--- src/design/lec_pkg.sv ---
// Shared types and constants for the link error counter and fault log block.
// No dependencies.
`default_nettype none

package lec_pkg;

  localparam int NUM_COUNTERS = 13;
  localparam int PAGE_LIMIT = 64;
  localparam int LINK_COUNT_DEFAULT = 4;
  localparam int LOG_DEPTH_DEFAULT = 64;
  localparam int COUNTER_WIDTH_DEFAULT = 32;

  localparam logic [1:0] KIND_ACK = 2'd0;
  localparam logic [1:0] KIND_RECORD = 2'd1;
  localparam logic [1:0] KIND_VALUE = 2'd2;
  localparam logic [1:0] KIND_EMPTY = 2'd3;

  localparam logic [3:0] SEL_LAST_ERROR = 4'd13;

  typedef enum logic [2:0] {
    OP_INC        = 3'd0,
    OP_SET_ERROR  = 3'd1,
    OP_PUSH_FAULT = 3'd2,
    OP_READ       = 3'd3,
    OP_CLEAR_LINK = 3'd4,
    OP_READ_PAGE  = 3'd5,
    OP_CLEAR_LOG  = 3'd6,
    OP_DROPPED    = 3'd7
  } op_t;

  typedef enum logic [2:0] {
    ST_IDLE,
    ST_INC,
    ST_READ,
    ST_SETUP,
    ST_PAGE
  } state_t;

  typedef struct packed {
    op_t         op;
    logic [3:0]  link;
    logic        link_ok;
    logic        sel_cnt;
    logic        sel_err;
    logic [3:0]  sel;
    logic [15:0] error_code;
    logic [7:0]  severity;
    logic [7:0]  sequence_req;
    logic [7:0]  message_type;
    logic [15:0] extra_a;
    logic [15:0] extra_b;
    logic [31:0] timestamp_ms;
    logic [7:0]  cursor;
    logic [7:0]  record_limit;
  } cmd_t;

  typedef struct packed {
    logic [31:0] stamp;
    logic [3:0]  link;
    logic [7:0]  severity;
    logic [15:0] error_code;
    logic [7:0]  sequence_num;
    logic [7:0]  message_type;
    logic [15:0] extra_a;
    logic [15:0] extra_b;
  } log_rec_t;

endpackage

`default_nettype wire

--- src/design/lec_front.sv ---
// Front end: accepts and classifies commands into a two-entry queue.
// Depends on lec_pkg.
`default_nettype none

module lec_front #(
  parameter int LINK_COUNT = lec_pkg::LINK_COUNT_DEFAULT
) (
  input  wire logic         clk,
  input  wire logic         rst,
  input  wire logic         start,
  output logic              busy,
  input  wire logic [2:0]   op,
  input  wire logic [3:0]   link,
  input  wire logic [3:0]   counter_select,
  input  wire logic [15:0]  error_code,
  input  wire logic [7:0]   severity,
  input  wire logic [7:0]   sequence_req,
  input  wire logic [7:0]   message_type,
  input  wire logic [15:0]  extra_a,
  input  wire logic [15:0]  extra_b,
  input  wire logic [31:0]  timestamp_ms,
  input  wire logic [7:0]   cursor,
  input  wire logic [7:0]   record_limit,
  output logic              cmd_valid,
  output lec_pkg::cmd_t     cmd,
  input  wire logic         cmd_pop
);

  lec_pkg::cmd_t q [2];
  lec_pkg::cmd_t in_cmd;
  logic          wr_ptr;
  logic          rd_ptr;
  logic [1:0]    count;
  logic [1:0]    count_next;
  logic          push;

  always_comb begin
    in_cmd.op           = lec_pkg::op_t'(op);
    in_cmd.link         = link;
    in_cmd.link_ok      = {1'b0, link} < 5'(LINK_COUNT);
    in_cmd.sel_cnt      = counter_select < 4'(lec_pkg::NUM_COUNTERS);
    in_cmd.sel_err      = counter_select == lec_pkg::SEL_LAST_ERROR;
    in_cmd.sel          = counter_select;
    in_cmd.error_code   = error_code;
    in_cmd.severity     = severity;
    in_cmd.sequence_req = sequence_req;
    in_cmd.message_type = message_type;
    in_cmd.extra_a      = extra_a;
    in_cmd.extra_b      = extra_b;
    in_cmd.timestamp_ms = timestamp_ms;
    in_cmd.cursor       = cursor;
    in_cmd.record_limit = record_limit;
  end

  assign busy      = count == 2'd2;
  assign push      = start && !busy;
  assign cmd_valid = count != 2'd0;
  assign cmd       = q[rd_ptr];

  always_comb begin
    count_next = count;
    if (push && !cmd_pop) begin
      count_next = count + 2'd1;
    end else if (!push && cmd_pop) begin
      count_next = count - 2'd1;
    end
  end

  always_ff @(posedge clk) begin
    if (push) begin
      q[wr_ptr] <= in_cmd;
    end
  end

  always_ff @(posedge clk) begin
    if (rst) begin
      wr_ptr <= 1'b0;
      rd_ptr <= 1'b0;
      count  <= 2'd0;
    end else begin
      count <= count_next;
      if (push) begin
        wr_ptr <= !wr_ptr;
      end
      if (cmd_pop) begin
        rd_ptr <= !rd_ptr;
      end
    end
  end

endmodule

`default_nettype wire

--- config.mk ---
export PLATFORM = sky130hd
export DESIGN_NAME = lec_front
export DESIGN_NICKNAME = d
export VERILOG_FILES = /design/src/design/lec_pkg.sv /design/src/design/lec_front.sv
export SDC_FILE = /design/constraint.sdc
export NUM_CORES = 1
export LEC_CHECK = 0
export BUFFER_PORTS_ARGS = -buffer_cell sky130_fd_sc_hd__buf_4
export CAP_MARGIN = 20
export CORE_UTILIZATION = 35
export CTS_CLUSTER_DIAMETER = 50
export CTS_CLUSTER_SIZE = 10
export DETAILED_ROUTE_END_ITERATION = 8
export PLACE_DENSITY = 0.62
export SKIP_CTS_REPAIR_TIMING = 1
export SLEW_MARGIN = 25
export SYNTH_ARGS = -nofsm -noshare
export SYNTH_HDL_FRONTEND = slang
export SYNTH_SLANG_ARGS = --single-unit
--- constraint.sdc ---
create_clock -name clk -period 7.7 [get_ports clk]
set_clock_uncertainty 0.05 [all_clocks]
set_input_delay 0 -clock clk [delete_from_list [all_inputs] [get_ports clk]]
set_output_delay 0 -clock clk [all_outputs]
set_load 0.005 [all_outputs]
==> flow_metrics.tcl, run 1 <==
set metrics [dict create \
    outcome "completed" \
    grt_max_degree 73 \
    worstPathRequired_ps 7650 \
    ant_nets 0 \
    p_switching_uw 837 \
    yosysWarnings 0 \
    clock-sinks 273 \
    max_freq_ghz 0.331 \
    viasPerCell 4.44 \
    routedWlPerCell_um 17.0 \
    fill_cells 2221 \
    fin_tns_setup_ps 0 \
    io_pins 271 \
    end_kind "primary output" \
    numCtsBuffers 35 \
    fin_crit_ps 3020 \
    period_share_pct 39.3 \
    yosysSeqAreaShare_pct 80.3 \
    drcViolationCount 0 \
    tightestPinTransition_ps 993 \
    clkTransAtPathRegs_ps 50 \
    seqPwrFrac_pct 48.0 \
    portBuffers 270 \
    sw_frac_of_total_pct 21.7 \
    drt-initial-drc-count 234 \
    grt_overflow 0 \
    syn_nets 581 \
    slew_violations 0 \
    die_width_um 172 \
    cts.path.max_buffers 3 \
    path_max_fanout 53 \
    netlist_area_um2 10100 \
    rsz0062_at_grt "no" \
    combPwrFrac_pct 15.5 \
    timing.max_cap.violations 0 \
    synth-seq-cells 273 \
    worst_path_largest_cell_delay_ps 790 \
    synth_adder_area_share_pct 0.123 \
    cp_num_buf_inv 3 \
    first_pass_iters 4 \
    cp.arrival_ps 2970 \
    critPathMostFrequentCell "buf_4" \
    ys_types 19 \
    final_common_cell "buf_4" \
    antenna_cells 0 \
    path_cells "buf_16 -> buf_4 -> mux2_2 -> buf_4" \
    cts_tree "done" \
    start_util_pct 36.0 \
    peakVddDrop_uv 192 \
    mostFrequentLayoutCells "273 x buf_4, 268 x edfxtp_1, 134 x dlygate4sd3_1, 74 x mux2_2, 60 x mux2_4" \
    synth_compound_area_share_pct 0.271 \
    intPower_mw 3.02 \
    syn_inst 445 \
    drive_gt1_share_pct 51.2 \
    setup_violations 0 \
    die_y_um 172 \
    wl_um 21500 \
    power.density_nw_per_um2 258 \
    p_total_mw 3.86 \
    finalHoldViolCount 0 \
    nets 1012 \
    syn_to_final_growth_pct 47.3 \
    grt_pass1_wl_um 29500 \
    insertion_delay_ps 490 \
    worst_path_max_delay_cell "buf_4" \
    floorplan.die_area_um2 29700 \
    cp_top_family "buffers and inverters" \
    synthMuxAreaShare_pct 17.1 \
    worstSetupPathType "flip-flop to primary output" \
    worstHoldPathType "input port to flip-flop" \
    syn-mean-instance-area_um2 22.8 \
    start_kind "flip-flop" \
    p_leak_nw 5.72 \
    gp_congestion 0.716 \
    num_vias 5631 \
    clkPwrFrac_pct 36.6 \
    grt_pass1_vias 5492 \
    antenna_found_initial 0 \
    dpl.hpwl_um 13400 \
    row_count 61 \
    root_buffer "clkbuf_16" \
    grt_use_total_pct 13.2 \
    htree_levels 2 \
    core_um2 28200 \
    synthSimpleGateAreaFrac_pct 0.592 \
    max-slew-margin-rel_pct 33.8 \
    synth_xor_xnor_area_share_pct 0.259 \
    synth_top_family_by_area "multiplexers" \
]
-- cells in the mapped netlist --
master    instances  area [µm²]
buf_2             7        35.0
inv_1             3        11.3
or3_1             2        12.5
o211ai_1          1        7.51
edfxtp_1        268        8050
dfxtp_1           5         100
mux2_4           60         901
a21oi_1           2        10.0
xor2_1            2        17.5
mux2_2           74         833
and2_1            1        6.26
buf_6             8        90.1
nor2b_1           1        6.26
nor2_1            5        18.8
ha_1              1        12.5
or2_2             1        6.26
and4b_1           1        10.0
o21ai_0           2        10.0
xnor2_1           1        8.76
-- power groups by stage --
stage | combinational [mW] | clock (mW) | sequential, mW
6_report | 0.596 | 1.41 | 1.85
3_3_place_gp | 0.522 | 0 | 1.88
2_1_floorplan | 0.265 | 0 | 1.88
4_1_cts | 0.546 | 1.45 | 1.85
5_1_grt | 0.645 | 1.51 | 1.86
3_5_place_dp | 0.544 | 0 | 1.88
-- cells by family (layout without fill, tap and decap cells) --
| family | count (synthesis) | after routing |
|---|---|---|
| AND/OR/NAND/NOR | 11 | 11 |
| AO/OA/AOI/OAI | 5 | 5 |
| multiplexers | 134 | 134 |
| buffers and inverters | 18 | 462 |
| XOR/XNOR | 3 | 3 |
| flip-flops | 273 | 273 |
| adder cells (fa/ha/maj) | 1 | 1 |
-- layer usage --
layer,GRT usage (%),wire length [µm]
met5,0,0
met4,4.16,435
met3,4.90,1700
met2,21.9,10700
met1,15.7,8620
-- metrics by stage --
stage / area, µm² / utilization, % / worst slack [ps] / hold slack, ps / instances
floorplan: 10100 / - / 3460 / 19.1 / 445
global placement: 12600 / 44.6 / 4960 / 136 / 1081
detailed placement: 12600 / 44.7 / 4790 / 138 / 1082
CTS: 13600 / 48.2 / 4600 / -379 / 1132
global route: 14900 / 53.0 / 4520 / 166 / 1267
finish: 14900 / 53.0 / 4680 / 186 / 1267
-- sequential cells by signal, summed over array words and instances (netlist names), named ones only --
name    count
count       2
q         268
rd_ptr      1
wr_ptr      1
-- layout make-up --
type	instances	area [µm²]	area share [%]
flip-flops and latches	273	8150	54.6
well taps	378	473	3.17
multi-input cells	154	1860	12.5
repair buffers	409	3450	23.1
clock buffers	44	952	6.37
clock inverters	6	37.5	0.251
inverters	3	16.3	0.109
-- path summary, 6_finish.rpt --
path / startpoint / end / slack [ps] / cells after the start
worst max register to register: count[0] / q[0][15] / 4870 / 4
worst min register to register: count[1] / count[1] / 460 / 2
worst max-delay path: flip-flop / cmd[132] / 4680 / 4
worst min-delay path: record_limit[3] / q[0][3] / 190 / 2
Power figures use the tool's default switching activity.
==> run 2, diff against run 1 <==
==> constraint.sdc (replaced) <==
create_clock -name clk -period 3.1 [get_ports clk]
set_clock_uncertainty 0.05 [all_clocks]
set_input_delay 0 -clock clk [delete_from_list [all_inputs] [get_ports clk]]
set_output_delay 0 -clock clk [all_outputs]
set_load 0.005 [all_outputs]
==> flow_metrics.tcl, run 2 (same netlist as run 1, synthesis figures left out) <==
set metrics [dict create \
    worstPathRequired_ps 3050 \
    io_pins 271 \
    cts_tree "done" \
    end_kind "primary output" \
    fill_cells 2203 \
    final_common_cell "buf_4" \
    worstHoldPathType "input port to flip-flop" \
    die_width_um 172 \
    cts.path.max_buffers 3 \
    numCtsBuffers 34 \
    period_share_pct 72.6 \
    timing.max_cap.violations 0 \
    power.density_nw_per_um2 637 \
    clkTransAtPathRegs_ps 60 \
    viasPerCell 4.41 \
    rsz0062_at_grt "no" \
    drcViolationCount 0 \
    routedWlPerCell_um 16.5 \
    r2r_setup_slack_ps 990 \
    max_freq_ghz 0.444 \
    largest_register_ffs 268 \
    antenna_cells 0 \
    setup_violations 0 \
    hold_ws_ps 180 \
    start_util_pct 36.0 \
    row_count 61 \
    peakVddDrop_uv 380 \
    design_area_um2 15000 \
    floorplan.die_area_um2 29700 \
    dpl.hpwl_um 13100 \
    syn_to_final_growth_pct 47.5 \
    insertion_delay_ps 490 \
    die_y_um 172 \
    grt_pass1_wl_um 29100 \
    slew_violations 0 \
    regMostFlops "q" \
    gp_congestion 0.709 \
    nets 1014 \
    cp.arrival_ps 2200 \
    drt-initial-drc-count 300 \
    clock-sinks 273 \
    htree_levels 2 \
    grt_overflow 0 \
    root_buffer "clkbuf_16" \
    path_max_fanout 71 \
    ant_nets 0 \
    reg_top3 "q (268), count (2)" \
    placed_area_um2 12600 \
    antenna_found_initial 0 \
    grt_max_degree 73 \
    max-slew-margin-rel_pct 42.5 \
    finalHoldViolCount 0 \
    worstSetupPathType "flip-flop to primary output" \
    fin_crit_ps 2250 \
    num_vias 5592 \
    wl_um 20900 \
    core_um2 28200 \
    drive_gt1_share_pct 51.5 \
    postLayoutCoreUtil_pct 53.1 \
    tightestPinTransition_ps 862 \
    grt_pass1_vias 5385 \
    start_kind "flip-flop" \
    fin_tns_setup_ps 0 \
    portBuffers 270 \
    outcome "completed" \
    grt_use_total_pct 12.9 \
    mostFrequentLayoutCells "273 x buf_4, 268 x edfxtp_1, 135 x dlygate4sd3_1, 74 x mux2_2, 60 x mux2_4" \
    first_pass_iters 4 \
    p_leak_nw 5.73 \
]
==> run 2: path summary, 6_finish.rpt <==
kind / start / to / cells past startpoint
worst min-delay path: timestamp_ms[14] / q[0][30] / 2
worst max-delay path: flip-flop / cmd[116] / 3
worst min register to register: count[1] / count[1] / 2
worst max register to register: count[1] / q[0][131] / 4
==> run 2: critical path, cell delays in order, from the launching register on <==
cell and delay (ps):
dfxtp_4 660, buf_12 400, mux2_2 400, buf_4 140
==> run 2: per-stage QoR <==
step	setup WS, ps	std cells	power, mW
final	849	1268	9.54
after global routing	735	1268	9.93
after CTS	797	1133	9.53
after detailed placement	976	1085	6.03
after global placement	1070	1085	5.98
after floorplan	20.8	445	5.30
==> run 2: layout make-up <==
class                           count  area [µm²]  area share [%]
Sequential cell                   273        8150            54.5
Multi-Input combinational cell    154        1870            12.5
Timing Repair Buffer              412        3480            23.3
Clock inverter                      5        26.3           0.176
Clock buffer                       43         948            6.34
Inverter                            3        15.0           0.100
Tap cell                          378         473            3.16
==> run 2: power by group <==
group	switching [mW]	leakage, nW	internal [mW]
registers	0.0999	2.54	4.49
clock network	1.33	0.476	2.12
logic	0.610	2.71	0.882
==> run 2: routing by layer <==
metal / routed length, µm / global-route usage, % / share of wire (%)
met1: 8520 / 15.4 / 41
met2: 10500 / 21.7 / 50
met3: 1550 / 4.58 / 7.4
met4: 389 / 4.27 / 1.9
met5: 0 / 0 / 0
==> run 3, diff against run 2 <==
==> constraint.sdc (replaced) <==
create_clock -name clk -period 2.29 [get_ports clk]
set_clock_uncertainty 0.05 [all_clocks]
set_input_delay 0 -clock clk [delete_from_list [all_inputs] [get_ports clk]]
set_output_delay 0 -clock clk [all_outputs]
set_load 0.005 [all_outputs]
==> flow_metrics.tcl, run 3 (same netlist as run 1, synthesis figures left out) <==
set metrics [dict create \
    ant_nets 0 \
    cts_tree "done" \
    die_width_um 172 \
    p_total_mw 13.1 \
    mostFrequentLayoutCells "272 x buf_4, 268 x edfxtp_1, 134 x dlygate4sd3_1, 74 x mux2_2, 60 x mux2_4" \
    max-slew-margin-rel_pct 71.5 \
    clkPwrFrac_pct 36.9 \
    end_kind "primary output" \
    start_kind "flip-flop" \
    largest_register_ffs 268 \
    grt_use_met1_pct 15.7 \
    grt_overflow 0 \
    final_common_cell "buf_4" \
    floorplan.die_area_um2 29700 \
    period_share_pct 88.3 \
    tightestPinTransition_ps 427 \
    peakVddDrop_uv 477 \
    start_util_pct 36.0 \
    grt_busiest_layer "met2" \
    clkTransAtPathRegs_ps 50 \
    numCtsBuffers 35 \
    root_buffer "clkbuf_16" \
    gp_congestion 0.716 \
    row_count 61 \
    drive_gt1_share_pct 51.9 \
    rsz0062_at_grt "no" \
    cp.arrival_ps 1970 \
    p_switching_mw 2.82 \
    drcViolationCount 0 \
    worstSetupPathType "flip-flop to primary output" \
    final.setup.worst_slack_ps 268 \
    max_freq_ghz 0.495 \
    combPwrFrac_pct 15.7 \
    io_pins 271 \
    worstHoldPathType "input port to flip-flop" \
    fin_crit_ps 2020 \
    antenna_cells 0 \
    portBuffers 270 \
    setup_violations 0 \
    seqPwrFrac_pct 47.4 \
    cts.path.max_buffers 3 \
    reg_top3 "q (268), count (2)" \
    grt_pass1_vias 5506 \
    grt_max_degree 66 \
    viasPerCell 4.43 \
    worstPathRequired_ps 2240 \
    routedWlPerCell_um 17.0 \
    grt_pass1_wl_um 29800 \
    sw_frac_of_total_pct 21.5 \
    regMostFlops "q" \
    nets 1016 \
    fill_cells 2210 \
    slew_violations 0 \
    dp_slack_ps 454 \
    use_met2_pct 22.3 \
    first_pass_iters 4 \
    antenna_found_initial 0 \
    p_leak_nw 5.76 \
    die_y_um 172 \
    dpl.hpwl_um 13600 \
    wl_um 21600 \
    grt_use_total_pct 13.2 \
    num_vias 5626 \
    outcome "completed" \
    core_um2 28200 \
    drt-initial-drc-count 248 \
    finalHoldViolCount 0 \
    path_max_fanout 53 \
    insertion_delay_ps 490 \
    htree_levels 2 \
    power.density_nw_per_um2 870 \
    clock-sinks 273 \
    grt_use_met3_pct 4.33 \
    intPower_mw 10.3 \
    syn_to_final_growth_pct 48.3 \
    timing.max_cap.violations 0 \
]
run 3: cell count changes in the layout (fill, tap and decap cells not counted), moves of 2 or more:
cell,delta
buf_12,+3
dfxtp_1,-2
clkbuf_1,-2
dfxtp_2,+2
clkinv_2,-2
clkinv_1,+2
run 3: per-stage QoR:
| stage | hold slack [ps] | cell area, µm² | std cells | util (%) | setup TNS, ps |
|---|---|---|---|---|---|
| floorplan | 11.7 | 10200 | 445 | - | -98650 |
| global placement | 135 | 12700 | 1087 | 45.1 | 0 |
| detailed placement | 137 | 12700 | 1087 | 45.1 | 0 |
| CTS | -388 | 13700 | 1135 | 48.7 | 0 |
| global route | 170 | 15000 | 1269 | 53.4 | 0 |
| finish | 187 | 15000 | 1269 | 53.4 | 0 |
run 3: worst paths after layout:
kind	startpoint	endpoint	slack [ps]	depth (start not counted)
worst max-delay path	flip-flop	cmd[115]	270	3
worst min-delay path	timestamp_ms[15]	q[0][31]	190	2
worst max register to register	count[1]	q[0][83]	440	4
worst min register to register	count[1]	count[1]	450	2
run 3: layout make-up:
type	count	area (µm²)	area share (%)
tap	378	473	3.14
multi-input combinational	154	1880	12.5
clock buffer	41	941	6.25
inverter	3	15.0	0.0998
clock inverter	7	63.8	0.424
timing repair buffer	413	3520	23.4
sequential	273	8150	54.2
run 3: routing by layer:
metal	part of all wire [%]	vias to the layer above
li1	-	2630
met1	40	2752
met2	50	199
met3	6.8	45
met4	2.6	0
met5	0	-
run 3: power groups by stage:
stage / Clock (mW) / Combinational (mW) / Sequential, mW
floorplan: 0 / 0.903 / 6.28
global placement: 0 / 1.85 / 6.27
finish: 4.83 / 2.06 / 6.21
CTS: 4.99 / 1.90 / 6.21
global route: 5.16 / 2.22 / 6.25
detailed placement: 0 / 1.89 / 6.31
run 3: worst max-delay path: stages, from the launching register on:
cell and delay, ps:
dfxtp_4 560, buf_12 380, mux2_2 390, buf_4 130
